[src/hdl/alnd_div.sv]
`timescale 1ns / 1ps
`default_nettype none
// Restoring divider, one quotient bit per register stage.
// Requires in_rem < in_den; dividend is {in_rem, in_lo}.
module alnd_div #(
  parameter int DW = 16,
  parameter int QW = 16,
  parameter int PW = 1
) (
  input  wire logic          clk,
  input  wire logic          rst,
  input  wire logic          en,
  input  wire logic          in_valid,
  input  wire logic [DW-1:0] in_rem,
  input  wire logic [QW-1:0] in_lo,
  input  wire logic [DW-1:0] in_den,
  input  wire logic [PW-1:0] in_pay,
  output logic               out_valid,
  output logic [QW-1:0]      out_quo,
  output logic [PW-1:0]      out_pay
);

  logic          vld [QW];
  logic [DW-1:0] rem [QW];
  logic [QW-1:0] wrd [QW];
  logic [DW-1:0] den [QW];
  logic [PW-1:0] pay [QW];

  for (genvar i = 0; i < QW; i++) begin : g_stage
    logic          v_in;
    logic [DW-1:0] r_in;
    logic [QW-1:0] w_in;
    logic [DW-1:0] d_in;
    logic [PW-1:0] p_in;
    logic [DW:0]   trial;
    logic [DW:0]   diff;
    logic          take;
    logic [QW:0]   w_ext;

    if (i == 0) begin : g_first
      assign v_in = in_valid;
      assign r_in = in_rem;
      assign w_in = in_lo;
      assign d_in = in_den;
      assign p_in = in_pay;
    end else begin : g_rest
      assign v_in = vld[i-1];
      assign r_in = rem[i-1];
      assign w_in = wrd[i-1];
      assign d_in = den[i-1];
      assign p_in = pay[i-1];
    end

    always_comb begin
      trial = {r_in, w_in[QW-1]};
      diff  = trial - {1'b0, d_in};
      take  = (trial >= {1'b0, d_in});
      w_ext = {w_in, take};
    end

    always_ff @(posedge clk) begin
      if (rst) begin
        vld[i] <= 1'b0;
      end else if (en) begin
        vld[i] <= v_in;
      end
    end

    always_ff @(posedge clk) begin
      if (en) begin
        rem[i] <= take ? diff[DW-1:0] : trial[DW-1:0];
        wrd[i] <= w_ext[QW-1:0];
        den[i] <= d_in;
        pay[i] <= p_in;
      end
    end
  end

  assign out_valid = vld[QW-1];
  assign out_quo   = wrd[QW-1];
  assign out_pay   = pay[QW-1];

endmodule
`default_nettype wire

[config.mk]
export PLATFORM = sky130hd
export DESIGN_NAME = alnd_div
export DESIGN_NICKNAME = d
export VERILOG_FILES = /design/src/hdl/alnd_div.sv
export SDC_FILE = /design/constraint.sdc
export NUM_CORES = 1
export LEC_CHECK = 0
export BUFFER_PORTS_ARGS = -buffer_cell sky130_fd_sc_hd__buf_4
export CAP_MARGIN = 10
export CELL_PAD_IN_SITES_DETAIL_PLACEMENT = 0
export CELL_PAD_IN_SITES_GLOBAL_PLACEMENT = 1
export CORE_UTILIZATION = 30
export CTS_CLUSTER_DIAMETER = 80
export DETAILED_ROUTE_END_ITERATION = 10
export PLACE_DENSITY_LB_ADDON = 0.1
export SLEW_MARGIN = 20
export SYNTH_ARGS = -nofsm -noshare
export SYNTH_HDL_FRONTEND = slang
export SYNTH_SLANG_ARGS = --single-unit
[constraint.sdc]
create_clock -name clk -period 4.6 [get_ports clk]
set_input_delay 0.92 -clock clk [delete_from_list [all_inputs] [get_ports clk]]
set_output_delay 0.92 -clock clk [all_outputs]
set_load 0.01 [all_outputs]
==> out/metrics.sh, run 1 <==
VERTICAL_DIE_DIMENSION_UM=359
REPORT.FINAL.SLEW_VIOL_COUNT=0
SYN_INST=2898
SYNTH.YOSYS.SEQ_AREA_SHARE_PCT=60.5
FLOORPLAN.DIE_AREA_MM2=0.129
POWER.COMBINATIONAL.FRACTION_PCT=37.1
YS_WARNINGS=0
PLACE_AREA_MM2=0.0409
INITIAL_ANTENNA_VIOLATION_COUNT=0
CLK-INSERTION-DELAY-LATE_NS=0.68
SHARE_OF_POST_ROUTE_CELLS_WITH_DRIVE_STRENGTH_ABOVE_1_PCT=13.8
CTS-BUFFERS-INSERTED=95
DESIGN.CORE.AREA_MM2=0.126
FINAL.SETUP_SKEW_NS=0.0220
LAYOUT.CELL_AREA.NON_FILLER_MM2=0.0440
POWER_SWITCHING_SHARE_PCT=33.1
SEQUENTIALPOWERSHARE_PCT=37.1
TIMING_WORST_SLEW_PIN_VALUE_NS=1.05
CP-STARTPOINT='den[1][49]$_DFFE_PP_'
INITIAL_CORE_UTIL_PCT=30.3
FIRST_PASS_ITERS=5
VIAS=22400
REG2REG_FROM='den[1][49]$_DFFE_PP_'
ROUTED_WIRELENGTH_UM=81900
MAXIMUM_NUMBER_OF_PINS_ON_ONE_NET_BEFORE_GLOBAL_ROUTE_REPAIR=97
GRT_PASS1_WL_UM=129000
TIMING_HOLD_VIOLATIONS_FINAL=0
TIMING.SETUP.TNS_NS=0
NUM_ANTENNA_CELLS=0
RSZ0062_AT_GRT='false'
TIMING.CRITICAL_PATH.SLOWEST_CELL_DELAY_NS=0.77
DETAILEDPLACEMENTHPWL_UM=59900
DR_WL_MET2_UM=38600
CRITPATHMOSTFREQUENTCELL='sky130_fd_sc_hd__o21ai_0'
HOLD_PATH_CLASS='in -> reg'
CLK_PATH_BUF_DEPTH=3
CTS_SETUP_BUFFERS=0
NUMPLACEDINSTANCES=4618
TRITONCTS='done'
CTS.HTREE.LEVELS=3
CLOCKROOTBUFFER='sky130_fd_sc_hd__clkbuf_16'
GRT_PASS1_VIAS=23100
POST-ROUTE-DRC-COUNT=0
SYNTH_EDF_COUNT=768
MET3WIRELENGTH_UM=3710
STARTPOINT_TYPE='flip-flop'
CRIT_PATH_CELL_TRACE='inv_1 -> ha_1 -> nor2b_1 -> o31a_1 -> o21ai_0 -> a211oi_1 -> o311a_1 -> o32ai_2 -> buf_4 -> o21ai_0'
TYPE_OF_DESTINATION_OF_THE_CRITICAL_PATH='flip-flop'
VIASPERCELL=4.67
PLACEMENTROWS=130
TIMING.CRITICAL_PATH.REQUIRED_NS=5.01
HOLD_WS_NS=0.408
CELLLEAKAGEPOWER_nW=17.2
DR_ITER_0_VIOLS=1258
DIE_W_UM=359
CTS_RESIZED=0
FINAL_CELL_COUNT_NO_FILL=4794
LAYOUT_WORST_PATH_CYCLE_SHARE_PCT=81.2
BUFFER_PORTS.INSERTED=70
P_PER_AREA_mW_PER_MM2=652
POST_SYNTH_NUM_CELL_TYPES=82
SYNTH_SEQ_CELLS=768
LAYOUT-AREA-OVERHEAD-VS-SYNTH_PCT=15.5
WORST-ENDPOINT-ARRIVAL_NS=4.15
ROUTED_WIRE_LENGTH_PER_INSTANCE_UM=17.1
FINAL_NETS=3389
SYNTHFLOPTYPE='sky130_fd_sc_hd__edfxtp_1'
CP_MAX_FO=16
REPORT.FINAL.SETUP_VIOL=0
SYN_STD_CELL_AREA_MM2=0.0381
GRTUSAGETOTAL_PCT=12.9
SLEW_HEADROOM_PCT=29.9
CTS_HOLD_BUFFERS=0
GRT.OVERFLOW.TOTAL=0
MIN_PERIOD_NS=3.74
PWR-SHARE-CLK_PCT=25.8
FMAX_MHz=268
POWER.NET_SWITCHING_mW=9.50
IR_DROP_mV=0.321
CLK_TRANSITION_REPORTED_PATHS_NS=0.06
RUN_STATUS='complete, no violations'
PIN_COUNT=71
MAPPEDNETLISTNETS=3222
ROUTE.TOP_LAYER_USED='met4'
ROUTE.LAYER.MET1.WL_UM=36900
HP-START='in_lo[13]'
POST_SYN_AREA_PER_CELL_UM2=13.2
CRIT_TYPE='reg -> reg'
CAP_VIOL_MAX_COUNT=0
ANT_NETS=0
PLACE_CONGESTION=0.867
SYNTH-ASYNC-RESET-RATIO_PCT=0
INTERNAL_POWER_mW=19.2
CTS.SINKS=768
CRITICAL_PATH.SLOWEST_CELL='sky130_fd_sc_hd__o32ai_2'
[metrics by stage]
stage,setup WS [ns],power (mW),utilization [%]
global placement,0.739,21.4,32.5
finish,0.863,28.7,35.0
floorplan,1.02,18.6,-
detailed placement,0.723,21.5,32.5
global route,0.554,30.7,35.0
CTS,0.804,29.2,35.0
[worst max-delay path, delay by kind of cell, from the launching register on]
| family | cells | cell delay (ns) |
|---|---|---|
| AOI/OAI and AO/OA | 6 | 2.24 |
| adders and majority gates | 1 | 0.23 |
| buffers and inverters | 2 | 0.41 |
| DFF | 1 | 0.43 |
| and+or+nand+nor | 1 | 0.15 |
[cell type report]
class                           instances  area, µm²
Clock inverter                         63        628
Fill cell                           12300      81900
Tap cell                             1650       2060
Timing Repair Buffer                  105        883
Multi-Input combinational cell       1765      13700
Clock buffer                          113       2470
Sequential cell                       768      23100
Inverter                              330       1240
[flip-flops by register name, summed over array words and instances, names as in the netlist]
signal / count
den: 240
vld: 16
rem: 240
wrd: 256
pay: 16
[Yosys cell counts (all sizes together) (15+ instances only)]
cell      n  area (µm²)
mux2i    33         330
clkbuf   21        78.8
a211oi   16         138
mux2    152        1740
nor2    144         541
nand3    39         195
o21ai   132         676
xor2     62         543
and3     15        93.8
xnor2   101         885
o21a     43         323
nand4    29         181
a21oi   160         808
o31a     18         158
nor2b    50         320
nand2b   29         181
a31oi    16         121
edfxtp  768       23100
a21o     65         488
fa       15         300
inv     330        1240
nor3     49         250
nand2   131         492
ha      256        3200
and2     20         125
[layer usage]
layer  GRT usage, %  up-vias
met5              0        -
met2           21.4      417
met3           2.49      144
met1           16.3    10700
li1               -    11100
met4           5.38        0
[cells by family (layout without fill, tap and decap cells)]
kind of cell | after synthesis | after routing | share of synthesized area, %
mux | 185 | 185 | 5.42
flops | 768 | 768 | 60.5
buf+inv | 365 | 611 | 3.70
fa+ha+maj | 271 | 271 | 9.19
compound gates | 579 | 579 | 10.1
simple gates | 567 | 567 | 7.36
xor+xnor | 163 | 163 | 3.74
[cells in the final DEF, fill, tap and decap left out, types with 10 or more instances in the layout]
master | netlist | layout
sky130_fd_sc_hd__a21oi_1 | 158 | 158
sky130_fd_sc_hd__nand2b_1 | 29 | 29
sky130_fd_sc_hd__clkinv_2 | 0 | 16
sky130_fd_sc_hd__edfxtp_1 | 768 | 768
sky130_fd_sc_hd__clkinv_1 | 0 | 19
sky130_fd_sc_hd__or2_2 | 12 | 12
sky130_fd_sc_hd__buf_4 | 1 | 97
sky130_fd_sc_hd__and3_1 | 15 | 15
sky130_fd_sc_hd__inv_1 | 330 | 330
sky130_fd_sc_hd__and2_1 | 20 | 20
sky130_fd_sc_hd__o31ai_1 | 11 | 11
sky130_fd_sc_hd__o21ai_0 | 126 | 126
sky130_fd_sc_hd__clkbuf_1 | 21 | 17
sky130_fd_sc_hd__nand2_1 | 131 | 131
sky130_fd_sc_hd__o31a_1 | 18 | 18
sky130_fd_sc_hd__o21bai_1 | 12 | 12
sky130_fd_sc_hd__nand4_1 | 29 | 29
sky130_fd_sc_hd__or3_1 | 12 | 12
sky130_fd_sc_hd__nor3_1 | 48 | 48
sky130_fd_sc_hd__mux2_2 | 139 | 139
sky130_fd_sc_hd__fa_1 | 15 | 15
sky130_fd_sc_hd__bufinv_16 | 0 | 10
sky130_fd_sc_hd__nand3_1 | 39 | 39
sky130_fd_sc_hd__xor2_1 | 62 | 62
sky130_fd_sc_hd__mux2i_1 | 33 | 33
sky130_fd_sc_hd__ha_1 | 256 | 256
sky130_fd_sc_hd__a21boi_0 | 13 | 13
sky130_fd_sc_hd__o21a_1 | 43 | 43
sky130_fd_sc_hd__xnor2_1 | 101 | 101
sky130_fd_sc_hd__clkbuf_16 | 0 | 96
sky130_fd_sc_hd__nor2_1 | 144 | 144
sky130_fd_sc_hd__a21o_1 | 65 | 65
sky130_fd_sc_hd__a31oi_1 | 14 | 13
sky130_fd_sc_hd__a211oi_1 | 14 | 14
sky130_fd_sc_hd__nor2b_1 | 49 | 49
sky130_fd_sc_hd__nor4_1 | 14 | 14
sky130_fd_sc_hd__o211ai_1 | 12 | 12
[worst paths after layout]
check	endpoint	slack [ns]	cells past startpoint
max	rem[6][10]$_DFFE_PP_	0.86	10
min reg2reg	wrd[3][10]$_DFFE_PP_	0.41	0
min	wrd[0][14]$_DFFE_PP_	0.41	1
max reg2reg	rem[6][10]$_DFFE_PP_	0.86	10
[power groups by stage]
stage | sequential (mW) | clock, mW | combinational (mW)
5_1_grt | 10.8 | 8.00 | 11.9
2_1_floorplan | 10.4 | 0 | 8.17
3_5_place_dp | 10.8 | 0 | 10.6
4_1_cts | 10.7 | 7.75 | 10.7
3_3_place_gp | 10.9 | 0 | 10.5
6_report | 10.7 | 7.41 | 10.6
Power figures use the tool's default switching activity.
==> run 2, diff against run 1 <==
==> constraint.sdc (replaced) <==
create_clock -name clk -period 3.5 [get_ports clk]
set_input_delay 0.7 -clock clk [delete_from_list [all_inputs] [get_ports clk]]
set_output_delay 0.7 -clock clk [all_outputs]
set_load 0.01 [all_outputs]
==> out/metrics.sh, run 2 (synthesis gave the netlist of run 1 again) <==
RUN_STATUS='complete, no violations'
INITIAL_CORE_UTIL_PCT=30.3  # unchanged
REG_TOP3='wrd (256), den (240), rem (240)'
CP-STARTPOINT='den[0][112]$_DFFE_PP_'
CTS_HOLD_BUFFERS=0  # unchanged
FINAL_CELL_COUNT_NO_FILL=4823  # +0.60%
HOLD_PATH_CLASS='in -> reg'
CTS.SINKS=768  # unchanged
PIN_COUNT=71  # unchanged
INITIAL_ANTENNA_VIOLATION_COUNT=0  # unchanged
CLK_TRANSITION_REPORTED_PATHS_NS=0.06  # about the same
MOST_FLOP_HEAVY_REGISTER='wrd'
CLOCKROOTBUFFER='sky130_fd_sc_hd__clkbuf_16'
RSZ0062_AT_GRT='false'
MIN_PERIOD_NS=3.30  # -0.438 ns
CAP_VIOL_MAX_COUNT=0  # unchanged
ANT_NETS=0  # unchanged
TIMING.CRITICAL_PATH.SLOWEST_CELL_DELAY_NS=0.52  # -0.25 ns
CLK-INSERTION-DELAY-LATE_NS=0.68  # about the same
HOLD_WS_NS=0.205  # -0.204 ns
FINALPOWER_mW=38.1  # +33%
CTS.HTREE.LEVELS=3  # unchanged
FF2FF_PATH_DEPTH=10  # unchanged
HOLD_PATH_DEPTH=1  # unchanged
REGTOREGSETUPSLACK_NS=0.20  # -0.66 ns
MAXIMUM_NUMBER_OF_PINS_ON_ONE_NET_BEFORE_GLOBAL_ROUTE_REPAIR=96  # -1.0%
TIMING.CRITICAL_PATH.REQUIRED_NS=3.91  # -1.10 ns
CLK_PATH_BUF_DEPTH=3  # unchanged
ROUTED_WIRELENGTH_UM=82800  # +1.0%
PLACE_AREA_MM2=0.0413  # +0.87%
FINAL.SETUP_SKEW_NS=0.0224  # +0.000399 ns
STARTPOINT_TYPE='flip-flop'
CRIT_TYPE='reg -> reg'
DIE_W_UM=359  # unchanged
CTS-BUFFERS-INSERTED=94  # -1.1%
SHARE_OF_POST_ROUTE_CELLS_WITH_DRIVE_STRENGTH_ABOVE_1_PCT=14.7  # +0.85 points
PLACE_CONGESTION=0.855  # -1.4%
DETAILEDPLACEMENTHPWL_UM=61500  # +2.5%
MOSTFREQUENTLAYOUTCELLS='sky130_fd_sc_hd__edfxtp_1 (768), sky130_fd_sc_hd__inv_1 (330), sky130_fd_sc_hd__ha_1 (256)'
CP_MAX_FO=3  # -13
REG2REG_FROM='den[0][112]$_DFFE_PP_'
NUM_ANTENNA_CELLS=0  # unchanged
LAYOUT.CELL_AREA.NON_FILLER_MM2=0.0444  # +0.80%
CRITICAL_PATH.ENDPOINT='rem[4][10]$_DFFE_PP_'
CRIT_PATH_CELL_TRACE='ha_1 -> fa_1 -> nor2b_1 -> o21ai_0 -> a21boi_0 -> or2_2 -> a41oi_1 -> o211a_1 -> or4_1 -> mux2_2'
WORST-ENDPOINT-ARRIVAL_NS=3.71  # -0.44 ns
REPORT.FINAL.SETUP_VIOL=0  # unchanged
GRTUSAGETOTAL_PCT=13.1  # +0.22 points
DR_ITER_0_VIOLS=1339  # +6.4%
TIMING_WORST_SLEW_PIN_VALUE_NS=0.711  # -0.341 ns
LAYOUT-AREA-OVERHEAD-VS-SYNTH_PCT=16.4
FLOORPLAN.DIE_AREA_MM2=0.129  # unchanged
DESIGN.CORE.AREA_MM2=0.126  # unchanged
VIAS=22500  # +0.51%
FILLERS=12200  # -0.61%
FINALCOREUTILIZATION_PCT=35.3  # +0.28 points
FMAX_MHz=303  # +13%
BUFFER_PORTS.INSERTED=70  # unchanged
PLACEMENTROWS=130  # unchanged
VERTICAL_DIE_DIMENSION_UM=359  # unchanged
R2R_END='rem[4][10]$_DFFE_PP_'
TIMING_HOLD_VIOLATIONS_FINAL=0  # unchanged
CELLLEAKAGEPOWER_nW=17.4  # +1.1%
LAYOUT_WORST_PATH_CYCLE_SHARE_PCT=94.3  # +13 points
POST-ROUTE-DRC-COUNT=0  # unchanged
FIRST_PASS_ITERS=7  # +2
REPORT.FINAL.SLEW_VIOL_COUNT=0  # unchanged
SLEW_HEADROOM_PCT=52.5  # +23 points
TRITONCTS='done'
GRT.OVERFLOW.TOTAL=0  # unchanged
GRT_PASS1_WL_UM=132000  # +2.0%
TYPE_OF_DESTINATION_OF_THE_CRITICAL_PATH='flip-flop'
GRT_PASS1_VIAS=23200  # +0.52%
FINAL_NETS=3419  # +0.89%
MOST_FREQUENT_STANDARD_CELL_IN_THE_LAYOUT_EXCLUDING_FILL_AND_TAP_CELLS='sky130_fd_sc_hd__edfxtp_1'
P_PER_AREA_mW_PER_MM2=858  # +32%
VIASPERCELL=4.67  # about the same
LARGEST_REGISTER_FFS=256  # unchanged
NUMPLACEDINSTANCES=4649  # +0.67%
CTS_SETUP_BUFFERS=0  # unchanged
CTS_RESIZED=0  # unchanged
ROUTED_WIRE_LENGTH_PER_INSTANCE_UM=17.2  # +0.44%
IR_DROP_mV=0.406  # +27%
CRITICAL_PATH.SLOWEST_CELL='sky130_fd_sc_hd__or4_1'
## run 2: cell count changes in the layout (fill, tap and decap cells not counted), sizes merged
cell / before / now
inv: 336 / 334
buf: 105 / 136
clkinvlp: 9 / 11
clkinv: 38 / 37
clkbuf: 113 / 112
## run 2: final cells by class
class                           instances  area [µm²]  share of cell area (%)
Tap cell                             1650        2060                    4.65
Inverter                              330        1240                    2.79
Clock inverter                         62         598                    1.35
Clock buffer                          112        2480                    5.60
Timing Repair Buffer                  136        1240                    2.80
Multi-Input combinational cell       1765       13700                    30.9
Sequential cell                       768       23100                    52.0
## run 2: per-stage QoR
step	setup TNS, ns	setup slack (ns)
after floorplan	0	0.136
after global placement	-0.0616	-0.0111
after detailed placement	-0.282	-0.0474
after CTS	0	0.141
after global routing	0	0.00604
final	0	0.201
## run 2: worst max-delay path: cells and delay by family (launching register included)
family,cells,cell delay [ns]
AOI/OAI and AO/OA,4,0.90
muxes,1,0.27
and+or+nand+nor,3,0.83
DFF,1,0.38
adders and majority gates,2,0.64
## run 2: per-layer routing
layer	share of wire, %	global-route usage [%]
met5	0	0
met4	3.2	4.58
met3	3.9	2.44
met2	47	21.9
met1	45	16.9
## run 2: worst min-delay path by stage
stage / startpoint / end / slack (ns)
after CTS: in_pay / pay[0][0]$_DFFE_PP_ / 0.12
after global routing: in_lo[14] / wrd[0][15]$_DFFE_PP_ / 0.14
after floorplan: pay[0][0]$_DFFE_PP_ / pay[0][1]$_DFFE_PP_ / 0.40
after global placement: wrd[12][0]$_DFFE_PP_ / wrd[13][1]$_DFFE_PP_ / 0.40
final: in_pay / pay[0][0]$_DFFE_PP_ / 0.20
after detailed placement: wrd[9][4]$_DFFE_PP_ / wrd[10][5]$_DFFE_PP_ / 0.40
## run 2: power by group
group          internal (mW)  total, mW  switching (mW)
combinational           6.74       14.3            7.58
sequential              13.0       14.0            1.07
clock                   5.80       9.74            3.94
